<file path="src/sv/kirf_pkg.sv">
// kirf_pkg: shared constants, types and register codes of the key image report framer
// used by the interfaces, every rtl module and the checker
`default_nettype none

package kirf_pkg;

   // report geometry
   localparam int REPORT_BYTES     = 1024;
   localparam int HEADER_BYTES     = 8;
   localparam int LANES            = 8;
   localparam int LANE_W           = 64;
   localparam int BEAT_BYTES       = LANES * 8;
   localparam int BEATS_PER_REPORT = REPORT_BYTES / BEAT_BYTES;
   localparam int PAYLOAD_BYTES    = REPORT_BYTES - HEADER_BYTES;
   localparam int PAYLOAD_WORDS    = PAYLOAD_BYTES / 8;

   // counter and field widths
   localparam int BEAT_W        = (BEATS_PER_REPORT > 1) ? $clog2(BEATS_PER_REPORT) : 1;
   localparam int WORDS_W       = $clog2(PAYLOAD_WORDS + 1);
   localparam int SLOT_W        = 3;
   localparam int REPORT_NUM_W  = 7;
   localparam int DONE_W        = REPORT_NUM_W + $clog2(PAYLOAD_BYTES + 1);
   localparam int KEY_COLUMN_W  = 3;
   localparam int KEY_ROW_W     = 2;
   localparam int KEY_INDEX_W   = 6;
   localparam int LENGTH_W      = 16;
   localparam int WORD_BYTES_W  = 4;
   localparam int KEY_COLUMNS_W = 4;
   localparam int KEY_ROWS_W    = 3;
   localparam int CSR_INDEX_W   = 1;
   localparam int CSR_DATA_W    = 4;

   // header bytes
   localparam logic [7:0] HDR_REPORT_ID = 8'h02;
   localparam logic [7:0] HDR_COMMAND   = 8'h07;
   localparam logic [7:0] HDR_LAST      = 8'h01;
   localparam logic [7:0] HDR_NOT_LAST  = 8'h00;

   // register reset values
   localparam logic [KEY_COLUMNS_W-1:0] KEY_COLUMNS_RESET = 4'd5;
   localparam logic [KEY_ROWS_W-1:0]    KEY_ROWS_RESET    = 3'd3;

   typedef enum logic [CSR_INDEX_W-1:0] {
      CSR_KEY_COLUMNS = 1'b0,
      CSR_KEY_ROWS    = 1'b1
   } csr_index_type;

   typedef struct packed {
      logic [KEY_COLUMNS_W-1:0] key_columns;
      logic [KEY_ROWS_W-1:0]    key_rows;
   } csr_type;

   typedef logic [LANE_W-1:0] lane_type;

   // one in-grid word after masking, ready for framing
   typedef struct packed {
      logic [KEY_INDEX_W-1:0] key_index;
      logic [LENGTH_W-1:0]    image_size;
      lane_type               payload_word;
      logic                   last_word;
   } item_type;

   typedef struct packed {
      lane_type [LANES-1:0] lanes;
      logic [BEAT_W-1:0]    beat_number;
      logic                 report_end;
      logic                 image_end;
   } beat_type;

endpackage

`default_nettype wire

</file>
<file path="src/sv/kirf_req_if.sv">
// kirf_req_if: input word channel of the key image report framer
// depends on kirf_pkg for field widths
`default_nettype none

interface kirf_req_if;
   import kirf_pkg::*;

   logic                      valid;
   logic                      ready;
   logic [KEY_COLUMN_W-1:0]   key_column;
   logic [KEY_ROW_W-1:0]      key_row;
   logic [LENGTH_W-1:0]       image_size;
   logic [LANE_W-1:0]         payload_word;
   logic [WORD_BYTES_W-1:0]   word_bytes;
   logic                      last_word;

   modport source (
      output valid, key_column, key_row, image_size, payload_word, word_bytes, last_word,
      input  ready
   );

   modport sink (
      input  valid, key_column, key_row, image_size, payload_word, word_bytes, last_word,
      output ready
   );

endinterface

`default_nettype wire

</file>
<file path="src/sv/kirf_rsp_if.sv">
// kirf_rsp_if: output beat channel of the key image report framer
// depends on kirf_pkg for lane and beat widths
`default_nettype none

interface kirf_rsp_if;
   import kirf_pkg::*;

   logic              valid;
   logic              ready;
   logic [LANE_W-1:0] lane0;
   logic [LANE_W-1:0] lane1;
   logic [LANE_W-1:0] lane2;
   logic [LANE_W-1:0] lane3;
   logic [LANE_W-1:0] lane4;
   logic [LANE_W-1:0] lane5;
   logic [LANE_W-1:0] lane6;
   logic [LANE_W-1:0] lane7;
   logic [BEAT_W-1:0] beat_number;
   logic              report_end;
   logic              image_end;

   modport source (
      output valid, lane0, lane1, lane2, lane3, lane4, lane5, lane6, lane7,
             beat_number, report_end, image_end,
      input  ready
   );

   modport sink (
      input  valid, lane0, lane1, lane2, lane3, lane4, lane5, lane6, lane7,
             beat_number, report_end, image_end,
      output ready
   );

endinterface

`default_nettype wire

</file>
<file path="src/sv/key_image_report_framer.sv">
// key_image_report_framer: top level, wires the register port, input stage and framer
// depends on kirf_pkg, kirf_req_if, kirf_rsp_if, kirf_csr, kirf_in_stage, kirf_framer
`default_nettype none

// Takes one 64-bit payload word per cycle and frames it into reports of 1024 bytes, sent as
// 16 beats of eight 64-bit lanes; report word 0 is the 8-byte header (0x02, 0x07, key index,
// last flag, chunk length, report index). A beat is offered once the word completing it
// has passed the input register, then the framer's output register. Words are taken back
// to back while the output side keeps up. A word carrying last_word that ends a report
// early makes the framer emit that report's remaining zero beats (up to 15), one per cycle
// while the output keeps up, through the single output register, and holds input meanwhile.
// Words for keys outside the configured grid are dropped without effect. Write key_columns
// and key_rows only while idle; the block does not enforce it. No clearing pass after reset.
module key_image_report_framer (
   input  wire logic                             clock,
   input  wire logic                             reset,
   kirf_req_if.sink                              req_chan,
   kirf_rsp_if.source                            rsp_chan,
   input  wire logic                             csr_write_enable,
   input  wire logic [kirf_pkg::CSR_INDEX_W-1:0] csr_index,
   input  wire logic [kirf_pkg::CSR_DATA_W-1:0]  csr_write_data
);
   import kirf_pkg::*;

   csr_type  cfg;
   logic     item_valid;
   logic     item_ready;
   item_type item;
   beat_type beat;

   // key grid registers
   kirf_csr u_csr (
      .clock            (clock),
      .reset            (reset),
      .csr_write_enable (csr_write_enable),
      .csr_index        (csr_index),
      .csr_write_data   (csr_write_data),
      .cfg              (cfg)
   );

   // input register with grid check and word masking
   kirf_in_stage u_in_stage (
      .clock        (clock),
      .reset        (reset),
      .cfg          (cfg),
      .req_valid    (req_chan.valid),
      .req_ready    (req_chan.ready),
      .key_column   (req_chan.key_column),
      .key_row      (req_chan.key_row),
      .image_size   (req_chan.image_size),
      .payload_word (req_chan.payload_word),
      .word_bytes   (req_chan.word_bytes),
      .last_word    (req_chan.last_word),
      .item_valid   (item_valid),
      .item         (item),
      .item_ready   (item_ready)
   );

   // report framing and output beat register
   kirf_framer u_framer (
      .clock      (clock),
      .reset      (reset),
      .item_valid (item_valid),
      .item       (item),
      .item_ready (item_ready),
      .beat_valid (rsp_chan.valid),
      .beat       (beat),
      .beat_ready (rsp_chan.ready)
   );

   assign rsp_chan.lane0       = beat.lanes[0];
   assign rsp_chan.lane1       = beat.lanes[1];
   assign rsp_chan.lane2       = beat.lanes[2];
   assign rsp_chan.lane3       = beat.lanes[3];
   assign rsp_chan.lane4       = beat.lanes[4];
   assign rsp_chan.lane5       = beat.lanes[5];
   assign rsp_chan.lane6       = beat.lanes[6];
   assign rsp_chan.lane7       = beat.lanes[7];
   assign rsp_chan.beat_number = beat.beat_number;
   assign rsp_chan.report_end  = beat.report_end;
   assign rsp_chan.image_end   = beat.image_end;

endmodule

`default_nettype wire

</file>
<file path="src/sv/kirf_csr.sv">
// kirf_csr: key grid registers of the framer, written through a plain write port
// depends on kirf_pkg
`default_nettype none

module kirf_csr (
   input  wire logic                             clock,
   input  wire logic                             reset,
   input  wire logic                             csr_write_enable,
   input  wire logic [kirf_pkg::CSR_INDEX_W-1:0] csr_index,
   input  wire logic [kirf_pkg::CSR_DATA_W-1:0]  csr_write_data,
   output kirf_pkg::csr_type                     cfg
);
   import kirf_pkg::*;

   csr_type cfg_ff;
   csr_type cfg_in;

   // register write decode
   always_comb begin
      cfg_in = cfg_ff;
      if (csr_write_enable) begin
         unique case (csr_index_type'(csr_index))
            CSR_KEY_COLUMNS: cfg_in.key_columns = csr_write_data[KEY_COLUMNS_W-1:0];
            CSR_KEY_ROWS:    cfg_in.key_rows    = csr_write_data[KEY_ROWS_W-1:0];
         endcase
      end
   end

   always_ff @(posedge clock) begin
      if (reset) begin
         cfg_ff.key_columns <= KEY_COLUMNS_RESET;
         cfg_ff.key_rows    <= KEY_ROWS_RESET;
      end else begin
         cfg_ff <= cfg_in;
      end
   end

   assign cfg = cfg_ff;

endmodule

`default_nettype wire

</file>
<file path="src/sv/kirf_in_stage.sv">
// kirf_in_stage: input register; drops words for keys outside the grid, masks
// partial words and forms the key index. depends on kirf_pkg
`default_nettype none

module kirf_in_stage (
   input  wire logic                              clock,
   input  wire logic                              reset,
   input  wire kirf_pkg::csr_type                 cfg,
   input  wire logic                              req_valid,
   output logic                                   req_ready,
   input  wire logic [kirf_pkg::KEY_COLUMN_W-1:0] key_column,
   input  wire logic [kirf_pkg::KEY_ROW_W-1:0]    key_row,
   input  wire logic [kirf_pkg::LENGTH_W-1:0]     image_size,
   input  wire logic [kirf_pkg::LANE_W-1:0]       payload_word,
   input  wire logic [kirf_pkg::WORD_BYTES_W-1:0] word_bytes,
   input  wire logic                              last_word,
   output logic                                   item_valid,
   output kirf_pkg::item_type                     item,
   input  wire logic                              item_ready
);
   import kirf_pkg::*;

   logic     valid_ff;
   logic     valid_in;
   item_type item_ff;
   item_type item_in;
   logic     accept;
   logic     in_grid;
   lane_type masked_word;

   assign req_ready = !valid_ff || item_ready;
   assign accept    = req_valid && req_ready;

   // bounds check against the key grid
   assign in_grid = ({1'b0, key_column} < cfg.key_columns) &&
                    ({1'b0, key_row} < cfg.key_rows);

   // keep only the valid low bytes of a partial word
   always_comb begin
      for (int i = 0; i < LANE_W / 8; i++) begin
         masked_word[i*8 +: 8] = (word_bytes > WORD_BYTES_W'(i)) ? payload_word[i*8 +: 8]
                                                                 : 8'h00;
      end
   end

   // key index is column plus row times columns
   always_comb begin
      item_in.key_index    = KEY_INDEX_W'(key_column) +
                             KEY_INDEX_W'(key_row) * KEY_INDEX_W'(cfg.key_columns);
      item_in.image_size   = image_size;
      item_in.payload_word = masked_word;
      item_in.last_word    = last_word;
   end

   always_comb begin
      priority if (accept) valid_in = in_grid;
      else if (item_ready) valid_in = 1'b0;
      else                 valid_in = valid_ff;
   end

   always_ff @(posedge clock) begin
      if (reset) begin
         valid_ff <= 1'b0;
      end else begin
         valid_ff <= valid_in;
      end
   end

   always_ff @(posedge clock) begin
      if (accept) begin
         item_ff <= item_in;
      end
   end

   assign item_valid = valid_ff;
   assign item       = item_ff;

endmodule

`default_nettype wire

</file>
<file path="src/sv/kirf_framer.sv">
// kirf_framer: beat buffer, report counters, header builder and output beat register
// depends on kirf_pkg
`default_nettype none

module kirf_framer (
   input  wire logic               clock,
   input  wire logic               reset,
   input  wire logic               item_valid,
   input  wire kirf_pkg::item_type item,
   output logic                    item_ready,
   output logic                    beat_valid,
   output kirf_pkg::beat_type      beat,
   input  wire logic               beat_ready
);
   import kirf_pkg::*;

   lane_type [LANES-1:0]    buf_ff, buf_in;
   logic [SLOT_W-1:0]       wib_ff, wib_in;
   logic [BEAT_W-1:0]       bir_ff, bir_in;
   logic [WORDS_W-1:0]      words_ff, words_in;
   logic [REPORT_NUM_W-1:0] rnum_ff, rnum_in;
   logic                    pad_ff, pad_in;
   logic                    pad_img_ff, pad_img_in;
   logic                    out_valid_ff, out_valid_in;
   beat_type                out_ff, out_in;

   logic                    can_load;
   logic                    take;
   logic                    start;
   logic                    rep_end_now;
   logic [SLOT_W-1:0]       slot;
   logic [SLOT_W:0]         fill_next;
   logic [WORDS_W-1:0]      words_next;
   logic                    full_beat;
   logic                    report_full;
   lane_type [LANES-1:0]    merged;
   logic [DONE_W-1:0]       done;
   logic [DONE_W-1:0]       len_ext;
   logic [DONE_W-1:0]       rem;
   logic [15:0]             chunk;
   logic [7:0]              last_flag;
   lane_type                header;

   assign can_load   = !out_valid_ff || beat_ready;
   assign item_ready = !pad_ff && can_load;
   assign take       = item_valid && item_ready;

   assign start       = (words_ff == '0) && (wib_ff == '0) && (bir_ff == '0);
   assign rep_end_now = (bir_ff == BEAT_W'(BEATS_PER_REPORT - 1));

   // header: chunk length and last flag follow from image length and report number
   always_comb begin
      done      = DONE_W'(rnum_ff) * DONE_W'(PAYLOAD_BYTES);
      len_ext   = DONE_W'(item.image_size);
      rem       = (len_ext > done) ? (len_ext - done) : '0;
      chunk     = (rem < DONE_W'(PAYLOAD_BYTES)) ? rem[15:0] : 16'(PAYLOAD_BYTES);
      last_flag = (rem <= DONE_W'(PAYLOAD_BYTES)) ? HDR_LAST : HDR_NOT_LAST;
      header    = {16'(rnum_ff), chunk, last_flag, 8'(item.key_index),
                   HDR_COMMAND, HDR_REPORT_ID};
   end

   // place the word in the beat buffer, header first when a report opens
   always_comb begin
      slot   = start ? SLOT_W'(1) : wib_ff;
      merged = buf_ff;
      if (start) begin
         merged[0] = header;
      end
      merged[slot] = item.payload_word;
   end

   assign fill_next   = {1'b0, slot} + (SLOT_W + 1)'(1);
   assign full_beat   = fill_next[SLOT_W];
   assign words_next  = words_ff + WORDS_W'(1);
   assign report_full = (words_next >= WORDS_W'(PAYLOAD_WORDS));

   // next state
   always_comb begin
      buf_in       = buf_ff;
      wib_in       = wib_ff;
      bir_in       = bir_ff;
      words_in     = words_ff;
      rnum_in      = rnum_ff;
      pad_in       = pad_ff;
      pad_img_in   = pad_img_ff;
      out_valid_in = out_valid_ff && !beat_ready;
      out_in       = out_ff;

      priority if (pad_ff) begin
         // zero beats that close a report cut short
         if (can_load) begin
            out_valid_in       = 1'b1;
            out_in.lanes       = '0;
            out_in.beat_number = bir_ff;
            out_in.report_end  = rep_end_now;
            out_in.image_end   = rep_end_now && pad_img_ff;
            if (rep_end_now) begin
               pad_in = 1'b0;
               bir_in = '0;
            end else begin
               bir_in = bir_ff + BEAT_W'(1);
            end
         end
      end else if (take) begin
         if (item.last_word || report_full || full_beat) begin
            out_valid_in       = 1'b1;
            out_in.lanes       = merged;
            out_in.beat_number = bir_ff;
            out_in.report_end  = rep_end_now;
            out_in.image_end   = rep_end_now && item.last_word;
            buf_in             = '0;
            wib_in             = '0;
            if (item.last_word || report_full) begin
               words_in   = '0;
               rnum_in    = item.last_word ? '0 : rnum_ff + REPORT_NUM_W'(1);
               pad_img_in = item.last_word;
               if (rep_end_now) begin
                  bir_in = '0;
               end else begin
                  bir_in = bir_ff + BEAT_W'(1);
                  pad_in = 1'b1;
               end
            end else begin
               bir_in   = bir_ff + BEAT_W'(1);
               words_in = words_next;
            end
         end else begin
            buf_in   = merged;
            wib_in   = fill_next[SLOT_W-1:0];
            words_in = words_next;
         end
      end else begin
         // idle cycle, state holds
      end
   end

   always_ff @(posedge clock) begin
      if (reset) begin
         buf_ff       <= '0;
         wib_ff       <= '0;
         bir_ff       <= '0;
         words_ff     <= '0;
         rnum_ff      <= '0;
         pad_ff       <= 1'b0;
         pad_img_ff   <= 1'b0;
         out_valid_ff <= 1'b0;
      end else begin
         buf_ff       <= buf_in;
         wib_ff       <= wib_in;
         bir_ff       <= bir_in;
         words_ff     <= words_in;
         rnum_ff      <= rnum_in;
         pad_ff       <= pad_in;
         pad_img_ff   <= pad_img_in;
         out_valid_ff <= out_valid_in;
      end
   end

   // output beat payload
   always_ff @(posedge clock) begin
      out_ff <= out_in;
   end

   assign beat_valid = out_valid_ff;
   assign beat       = out_ff;

endmodule

`default_nettype wire

</file>
<file path="src/flat_wrapper.sv">
// flat-port wrapper written by rule: the top's interface ports become plain ports
module key_image_report_framer_flat import kirf_pkg::*;
  (clock, reset, csr_write_enable, csr_index, csr_write_data, req_chan_valid, req_chan_key_column, req_chan_key_row, req_chan_image_size, req_chan_payload_word, req_chan_word_bytes, req_chan_last_word, req_chan_ready, rsp_chan_valid, rsp_chan_lane0, rsp_chan_lane1, rsp_chan_lane2, rsp_chan_lane3, rsp_chan_lane4, rsp_chan_lane5, rsp_chan_lane6, rsp_chan_lane7, rsp_chan_beat_number, rsp_chan_report_end, rsp_chan_image_end, rsp_chan_ready);
  kirf_req_if req_chan_i ();
  kirf_rsp_if rsp_chan_i ();
  input  wire logic clock;
  input  wire logic reset;
  input  wire logic csr_write_enable;
  input  wire logic [kirf_pkg::CSR_INDEX_W-1:0] csr_index;
  input  wire logic [kirf_pkg::CSR_DATA_W-1:0] csr_write_data;
  input wire logic [$bits(req_chan_i.valid)-1:0] req_chan_valid;
  input wire logic [$bits(req_chan_i.key_column)-1:0] req_chan_key_column;
  input wire logic [$bits(req_chan_i.key_row)-1:0] req_chan_key_row;
  input wire logic [$bits(req_chan_i.image_size)-1:0] req_chan_image_size;
  input wire logic [$bits(req_chan_i.payload_word)-1:0] req_chan_payload_word;
  input wire logic [$bits(req_chan_i.word_bytes)-1:0] req_chan_word_bytes;
  input wire logic [$bits(req_chan_i.last_word)-1:0] req_chan_last_word;
  output wire logic [$bits(req_chan_i.ready)-1:0] req_chan_ready;
  output wire logic [$bits(rsp_chan_i.valid)-1:0] rsp_chan_valid;
  output wire logic [$bits(rsp_chan_i.lane0)-1:0] rsp_chan_lane0;
  output wire logic [$bits(rsp_chan_i.lane1)-1:0] rsp_chan_lane1;
  output wire logic [$bits(rsp_chan_i.lane2)-1:0] rsp_chan_lane2;
  output wire logic [$bits(rsp_chan_i.lane3)-1:0] rsp_chan_lane3;
  output wire logic [$bits(rsp_chan_i.lane4)-1:0] rsp_chan_lane4;
  output wire logic [$bits(rsp_chan_i.lane5)-1:0] rsp_chan_lane5;
  output wire logic [$bits(rsp_chan_i.lane6)-1:0] rsp_chan_lane6;
  output wire logic [$bits(rsp_chan_i.lane7)-1:0] rsp_chan_lane7;
  output wire logic [$bits(rsp_chan_i.beat_number)-1:0] rsp_chan_beat_number;
  output wire logic [$bits(rsp_chan_i.report_end)-1:0] rsp_chan_report_end;
  output wire logic [$bits(rsp_chan_i.image_end)-1:0] rsp_chan_image_end;
  input wire logic [$bits(rsp_chan_i.ready)-1:0] rsp_chan_ready;
  assign req_chan_i.valid = req_chan_valid;
  assign req_chan_i.key_column = req_chan_key_column;
  assign req_chan_i.key_row = req_chan_key_row;
  assign req_chan_i.image_size = req_chan_image_size;
  assign req_chan_i.payload_word = req_chan_payload_word;
  assign req_chan_i.word_bytes = req_chan_word_bytes;
  assign req_chan_i.last_word = req_chan_last_word;
  assign req_chan_ready = req_chan_i.ready;
  assign rsp_chan_valid = rsp_chan_i.valid;
  assign rsp_chan_lane0 = rsp_chan_i.lane0;
  assign rsp_chan_lane1 = rsp_chan_i.lane1;
  assign rsp_chan_lane2 = rsp_chan_i.lane2;
  assign rsp_chan_lane3 = rsp_chan_i.lane3;
  assign rsp_chan_lane4 = rsp_chan_i.lane4;
  assign rsp_chan_lane5 = rsp_chan_i.lane5;
  assign rsp_chan_lane6 = rsp_chan_i.lane6;
  assign rsp_chan_lane7 = rsp_chan_i.lane7;
  assign rsp_chan_beat_number = rsp_chan_i.beat_number;
  assign rsp_chan_report_end = rsp_chan_i.report_end;
  assign rsp_chan_image_end = rsp_chan_i.image_end;
  assign rsp_chan_i.ready = rsp_chan_ready;
  key_image_report_framer u_core (.clock(clock), .reset(reset), .req_chan(req_chan_i), .rsp_chan(rsp_chan_i), .csr_write_enable(csr_write_enable), .csr_index(csr_index), .csr_write_data(csr_write_data));
endmodule
</file>
<file path="config.mk">
export PLATFORM = sky130hd
export DESIGN_NAME = key_image_report_framer_flat
export DESIGN_NICKNAME = d
export VERILOG_FILES = /design/src/sv/kirf_pkg.sv /design/src/sv/kirf_req_if.sv /design/src/sv/kirf_rsp_if.sv /design/src/sv/key_image_report_framer.sv /design/src/sv/kirf_csr.sv /design/src/sv/kirf_in_stage.sv /design/src/sv/kirf_framer.sv /design/src/flat_wrapper.sv
export SDC_FILE = /design/constraint.sdc
export NUM_CORES = 2
export LEC_CHECK = 0
export BUFFER_PORTS_ARGS = -buffer_cell sky130_fd_sc_hd__clkbuf_2
export CORE_MARGIN = 4
export CORE_UTILIZATION = 26
export CTS_BUF_LIST = sky130_fd_sc_hd__clkbuf_8 sky130_fd_sc_hd__clkbuf_16
export CTS_CLUSTER_DIAMETER = 150
export CTS_CLUSTER_SIZE = 10
export DETAILED_ROUTE_END_ITERATION = 8
export PLACE_DENSITY = 0.41
export SYNTH_ARGS = -nofsm -noshare
export SYNTH_HDL_FRONTEND = slang
export SYNTH_SLANG_ARGS = --single-unit
</file>
<file path="constraint.sdc">
create_clock -name clock -period 12.67 [get_ports clock]
set_input_delay 1.267 -clock clock [delete_from_list [all_inputs] [get_ports clock]]
set_output_delay 1.267 -clock clock [all_outputs]
set_load 0.005 [all_outputs]
</file>
* Word level (Yosys, flattened, before mapping)
Index checks and enable logic that the tools add are counted.
Word-level totals: bits in registers 1149, word-level logic and storage cells 132, output and inout port bits 520
Operators by class: bitwise gates (word level) 2, equal/unequal tests 2, muxes and demuxes 35, add/sub/neg operators 6, order comparisons 16, multiply operators 2, reductions and logical operators 29
Operator list (number):
- $mux W518 | 4
- $bwmux W512 | 1
- $mux W512 | 1
- $demux W64 S3 | 1
- $mux W64 | 2
- $mux W4 | 6
- $mux W7 | 3
- $gt A16 B17 Y1 | 1
- $le A17 B10 Y1 const B | 1
- $lt A17 B10 Y1 const B | 1
- $mux W17 | 1
- $sub A16 B17 Y17 | 1
- $gt A4 B3 Y1 const B | 4
- $mux W16 | 1
- $add A7 B1 Y7 const B | 2
- $mul A7 B7 Y14 const B | 1
- $mux W1 | 13
- $logic_and A1 B1 Y1 | 10
- $gt A4 B1 Y1 const B | 2
- $gt A4 B2 Y1 const B | 2
- $ge A7 B7 Y1 const B | 1
- $logic_not A7 Y1 | 1
- $add A3 B6 Y6 | 1
- $mul A2 B4 Y6 | 1
- other kinds (18) | 30

* Depth between registers and ports, before layout
depth in word-level cells 12, depth in mapped cells 26

* Hierarchy
From an unflattened synthesis, not the netlist that was laid out.
Second synthesis, totals: cells, all modules 4666, area total of the unflattened synthesis 46995.1 um^2
By module, submodules not included:
- kirf_framer | area each 43207.7 um^2, sequential area each 26285.2 um^2, instances 1, cells an instance 4430
- kirf_in_stage | area each 3470.8 um^2, sequential area each 2632.5 um^2, instances 1, cells an instance 206
- kirf_csr | area each 316.6 um^2, sequential area each 140.1 um^2, instances 1, cells an instance 30

* Least setup slack after synthesis
Ideal clock, no wire load.
kind in2reg, start point input rsp_chan_ready, end point register u_core.u_framer.bir_ff[3], stages on the path 7, data arrival time 11.147 ns, library setup time 0.115 ns, setup slack 1.408 ns, buffers on the path 0, cells stage by stage nor2b_1 nor2_1 nand2_1 o22ai_4 nand4_1 xnor2_1 and2_1
Between the ends: longest elaborated chain between the ends 5, elaborated cells on any way between the ends 6, those cells by class eq/ne: 1; reduce/logical: 5
Ends and longest elaborated chain:
- start, declared | line flat_wrapper.sv:31 | input wire logic [$bits(rsp_chan_i.ready)-1:0] rsp_chan_ready;
- $logic_or A1 B1 Y1 (*) | line kirf_framer.sv:44 | assign can_load = !out_valid_ff || beat_ready;
- $logic_and A1 B1 Y1 | line kirf_framer.sv:45 | assign item_ready = !pad_ff && can_load;
- $logic_and A1 B1 Y1 | line kirf_framer.sv:46 | assign take = item_valid && item_ready;
- $reduce_bool A2 Y1 (no source line)
- $reduce_and A3 Y1 (no source line) (*)
- end signal, assigned | line kirf_framer.sv:150 | bir_ff <= bir_in;
- end, declared | line kirf_framer.sv:19 | logic [BEAT_W-1:0] bir_ff, bir_in;
Mark *: on every way between the ends. The rest lies on a longest branch, timed or not. A chain may end at the register's enable or synchronous reset.

* Worst setup path after layout
start point register u_core.u_framer.rnum_ff[4], end point register u_core.u_framer.out_ff, in the netlist u_core.u_framer.beat[45], data pin
Between the ends: longest elaborated chain between the ends 10, elaborated cells on any way between the ends 11, those cells by class add/sub: 1; mul: 1; order compare: 2; mux: 7
Ends and longest elaborated chain:
- start, declared | line kirf_framer.sv:21 | logic [REPORT_NUM_W-1:0] rnum_ff, rnum_in;
- start signal, assigned | line kirf_framer.sv:152 | rnum_ff <= rnum_in;
- $mul A7 B7 Y14 (*) | line kirf_framer.sv:53 | done = DONE_W'(rnum_ff) * DONE_W'(PAYLOAD_BYTES);
- $sub A16 B17 Y17 / $gt A16 B17 Y1 (equally long branches) | line kirf_framer.sv:55 | rem = (len_ext > done) ? (len_ext - done) : '0;
- $mux W17 (*) | line kirf_framer.sv:55
- $lt A17 B10 Y1 | line kirf_framer.sv:56 | chunk = (rem < DONE_W'(PAYLOAD_BYTES)) ? rem[15:0] : 16'(PAYLOAD_BYTES);
- $mux W16 (*) | line kirf_framer.sv:56
- $mux W64 (*) | line kirf_framer.sv:66 | if (start) begin
- $bwmux W512 (*) | line kirf_framer.sv:69 | merged[slot] = item.payload_word;
- $mux W518 (*) | line kirf_framer.sv:105 | if (item.last_word || report_full || full_beat) begin
- $mux W518 (*) | line kirf_framer.sv:104 | end else if (take) begin
- $mux W518 (*) | line kirf_framer.sv:89 | priority if (pad_ff) begin
- end signal, assigned | line kirf_framer.sv:161 | out_ff <= out_in;
- end, declared | line kirf_framer.sv:25 | beat_type out_ff, out_in;
Mark *: on every way between the ends. The rest lies on a longest branch, timed or not. The select of a mux whose other input is x is not followed.

==> reports/metrics.sh <==
FILLERS=18500
SYN-CELL-AREA_MM2=0.0463
GP_CONGESTION=0.792
CATEGORY_OF_THE_WORST_SETUP_PATH_LAUNCH_POINT='register'
FIN_SETUP_TNS_NS=0
CTS_INSERTED_BUFFERS=134
FMAX_GHz=0.145
CELL_INTERNAL_PWR_W=0.00629
SHARE_OF_FLIP_FLOPS_WITH_AN_ASYNCHRONOUS_SET_OR_RESET_PCT=0
PLACED_AREA_MM2=0.0515
FINCLKSKEW_NS=0.0414
TIMING.CRITICAL_PATH.FANOUT_MAX=6
CLKSINKCOUNT=1149
DRCVIOLATIONCOUNT=0
ANTENNA_LEFT=0
NETSWITCHINGFRACTION_PCT=27.0
NUMBER_OF_H_TREE_LEVELS=4
CRIT_END_ELEMENT='register'
RSZ0062_AT_GRT='no'
TIMING.MAX_SLEW.REL_SLACK_PCT=24.6
SYNTH_TOP_CELLS_BY_AREA='sky130_fd_sc_hd__edfxtp_1 (39%), sky130_fd_sc_hd__dfxtp_1 (24%), sky130_fd_sc_hd__nand2_1 (11%)'
WORST_HOLD_PATH_TYPE='reg -> reg'
VIAS_PER_CELL=4.77
SYNTH.LARGEST_AREA_CELL='sky130_fd_sc_hd__edfxtp_1'
FIRST_GLOBAL_VIAS=35800
SWITCHINGPOWER_W=0.00232
POWER_LEAKAGE_nW=20.0
STARTING_DENSITY_PCT=26.2
PLACEMENTROWS=154
TRITONCTS='done'
POST_DRT_WL_PER_CELL_UM=26.0
DESIGN_AREA_MM2=0.0555
FLOORPLAN.CORE_AREA_MM2=0.177
SYNTH-MAIN-FF-CELL='sky130_fd_sc_hd__edfxtp_1'
PLACE_WS_NS=5.80
IO_BUFFER_COUNT=619
DETAIL_ROUTE.FIRST_PASS.ITERATIONS=7
CRITICAL-PATH-TOP-DELAY-FAMILY='adder cells'
SETUP_VIOL=0
SYNTHESIS.YOSYS.WARNINGS=0
ROOT_BUFFER='sky130_fd_sc_hd__clkbuf_16'
DIEWIDTH_UM=430
SYN_AREA_PER_CELL_UM2=9.98
ANTENNA_FOUND_INITIAL=13
WORSTPATHCELLLIST='inv_1, fa_1, fa_1, fa_1, fa_1, inv_1, ha_1, inv_1, a21oi_1, o21ai_0, a21oi_1, o21a_1, or2_2, ha_1, a21o_1, or3_1, nor3_1, nor4b_2, a2111oi_4, nand3_1, a222oi_1, nor2_1'
HPWL_UM=128000
MAXCAPVIOLCOUNT=0
FINALMAXSLEWVIOLATIONS=0
SEQUENTIAL_CELL_AREA_MM2=0.0291
DETAIL_ROUTE.ITER0.VIOLATIONS=3096
TOTAL_POWER_W=0.00861
FINISH.NET_COUNT=5289
WORST-SETUP-PATH-TYPE='reg -> reg'
SLOWEST_STAGE='sky130_fd_sc_hd__fa_1'
MULTI_INPUT_COMB_AREA_MM2=0.0156
GLOBALROUTEOVERFLOWTOTAL=0
TOP_LEVEL_PORTS=620
SYNTHESIS.INSTANCES=4638
POST_CTS_RESIZE_COUNT=0
SLOWEST_DELAY_NS=0.59
DIE_OUTLINE_AREA_MM2=0.185
TIMING_WORST_SLEW_PIN_VALUE_NS=1.13
STATUS='finished, final reports clean'
ROUTED_WIRELENGTH_UM=197000
POST_SYNTH_EDFFS=605
POST_ROUTE_CELLS_DRIVE_ABOVE_1_SHARE_PCT=17.2
SYNTHTOLAYOUTAREAGROWTH_PCT=19.8
CTS.CLK_SLEW.WORST_PATHS_NS=0.06
NET_COUNT_AFTER_SYNTHESIS=4822
GLOBALROUTETOTALUTIL_PCT=20.7
CTS.HOLD.BUFFERS_ADDED=0
POST-ROUTE-PERIOD-UTIL_PCT=54.3
SEQ_AREA_FRAC_SYNTH_PCT=62.8
POST_CTS.REPAIR.SETUP_BUFFERS=0
POWER_PER_CELL_AREA_mW_PER_MM2=155
YS_SEQ_ELEMENTS=1149
POWER_FRAC_COMB_PCT=9.0
CLOCK_INSERTION_DELAY_AT_THE_LATER_PIN_OF_THE_SKEW_REPORT_NS=0.77
FINAL_WS_SETUP_NS=5.79
SYNTHDOMINANTCELLAREASHARE_PCT=39.2
CRIT_TOP_CELL='sky130_fd_sc_hd__fa_1'
GRT_FIRST_PASS_WIRELENGTH_UM=277000
POWER_FRAC_CLOCK_PCT=41.6
VDD_DROP_MAX_uV=127
DIE_HEIGHT_UM=430
GRT_MAX_DEGREE=177
MAXIMUM_BUFFER_DEPTH_OF_THE_CLOCK_TREE=3
SYNTHDISTINCTLIBCELLS=67
TOTAL_NUMBER_OF_VIAS=36000
CRIT_BUF_INV=3
REPORT.FINAL.HOLD_VIOL_COUNT=0
REQUIRED_TIME_REPORTED_FOR_THE_CRITICAL_PATH_ENDPOINT_NS=13.18
FINAL.MIN_CLOCK_PERIOD_NS=6.88
CP.ARRIVAL_NS=7.39
SEQ_POWER_SHARE_PCT=49.4
==> worst min-delay path, cell delays in order (launching register included) <==
cell	delay [ns]
sky130_fd_sc_hd__dfxtp_1	0.31
sky130_fd_sc_hd__nand2_1	0.05
sky130_fd_sc_hd__a21oi_1	0.05
==> state kept, by name (all words and copies together), names as in the netlist <==
name and count:
u_core.u_csr.cfg 7, u_core.u_framer.pad_img_ff 1, u_core.u_framer.beat 518, u_core.u_framer.words_ff 7, u_core.u_framer.wib_ff 3, u_core.u_framer.buf_ff 512
u_core.u_in_stage.item_valid 1, u_core.u_framer.bir_ff 4, u_core.u_in_stage.item 87, u_core.u_framer.rnum_ff 7, u_core.u_framer.beat_valid 1, u_core.u_framer.pad_ff 1
==> per-layer routing <==
| metal | vias up | part of all wire (%) | global-route usage (%) |
|---|---|---|---|
| met1 | 18000 | 42 | 26.4 |
| li1 | 16700 | - | - |
| met4 | 2 | 3.8 | 7.88 |
| met5 | - | 0.010 | 0 |
| met3 | 245 | 4.4 | 2.82 |
| met2 | 1126 | 49 | 35.8 |
==> power by group through the flow <==
stage	clock network, W	registers (W)	logic, W
final	0.00358	0.00425	0.000778
after global routing	0.00382	0.00426	0.000845
after CTS	0.00368	0.00426	0.000797
after detailed placement	0	0.00434	0.000796
after global placement	0	0.00434	0.000795
after floorplan	0	0.00427	0.000406
==> cell usage after synthesis, types with 23 or more instances <==
master and n:
sky130_fd_sc_hd__inv_1 72, sky130_fd_sc_hd__nand3_1 49, sky130_fd_sc_hd__fa_1 23, sky130_fd_sc_hd__o21ai_0 385
sky130_fd_sc_hd__ha_1 61, sky130_fd_sc_hd__nor3_1 24, sky130_fd_sc_hd__a21oi_1 571, sky130_fd_sc_hd__clkbuf_1 276
sky130_fd_sc_hd__nand2_1 1377, sky130_fd_sc_hd__o2bb2ai_1 64, sky130_fd_sc_hd__nor2_1 79, sky130_fd_sc_hd__and2_1 94
sky130_fd_sc_hd__edfxtp_1 605, sky130_fd_sc_hd__dfxtp_1 544, sky130_fd_sc_hd__nand2b_1 75, sky130_fd_sc_hd__nor2b_1 54
sky130_fd_sc_hd__buf_6 24, sky130_fd_sc_hd__buf_2 34
==> kinds of logic after synthesis <==
family	Yosys count	share of synthesized area, %
mux	5	0.108
flops	1149	62.8
buf+inv	431	4.00
simple gates	1822	16.7
xor+xnor	37	0.700
compound gates	1110	13.1
fa+ha+maj	84	2.64
==> cell type report <==
type,instances,share of cell area (%)
antenna,7,0.0316
inverter,72,0.487
clock buffer,140,6.29
sequential,1149,52.4
tap,2340,5.28
clock inverter,96,0.834
timing repair buffer,690,6.59
multi-input combinational,3058,28.1
==> path summary, 6_finish.rpt <==
| kind | end | start | slack, ns | cells past startpoint |
|---|---|---|---|---|
| setup reg to reg | u_core.u_framer.beat[45] | u_core.u_framer.rnum_ff[4] | 5.79 | 22 |
| hold reg to reg | u_core.u_framer.buf_ff[53] | u_core.u_framer.buf_ff[53] | 0.45 | 2 |
| hold / removal | u_core.u_framer.buf_ff[53] | u_core.u_framer.buf_ff[53] | 0.45 | 2 |
| setup / recovery | u_core.u_framer.beat[45] | u_core.u_framer.rnum_ff[4] | 5.79 | 22 |
==> layout by cell type, fill, tap and decap left out, types with 75 or more instances in the layout <==
cell                           n
sky130_fd_sc_hd__clkbuf_2    618
sky130_fd_sc_hd__and2_1       92
sky130_fd_sc_hd__nor2_1       76
sky130_fd_sc_hd__clkbuf_16   139
sky130_fd_sc_hd__edfxtp_1    605
sky130_fd_sc_hd__a21oi_1     569
sky130_fd_sc_hd__inv_1       158
sky130_fd_sc_hd__nand2b_1     75
sky130_fd_sc_hd__o21ai_0     385
sky130_fd_sc_hd__nand2_1    1373
sky130_fd_sc_hd__dfxtp_1     543
==> metrics by stage <==
stage / hold slack, ns / util (%) / instances
after global routing: 0.467 / 31.4 / 7548
final: 0.450 / 31.4 / 7552
after floorplan: 0.424 / - / 4638
after global placement: 0.432 / 29.2 / 7309
after CTS: 0.450 / 31.4 / 7545
after detailed placement: 0.441 / 29.2 / 7309
(Power assumes the default switching activity.)
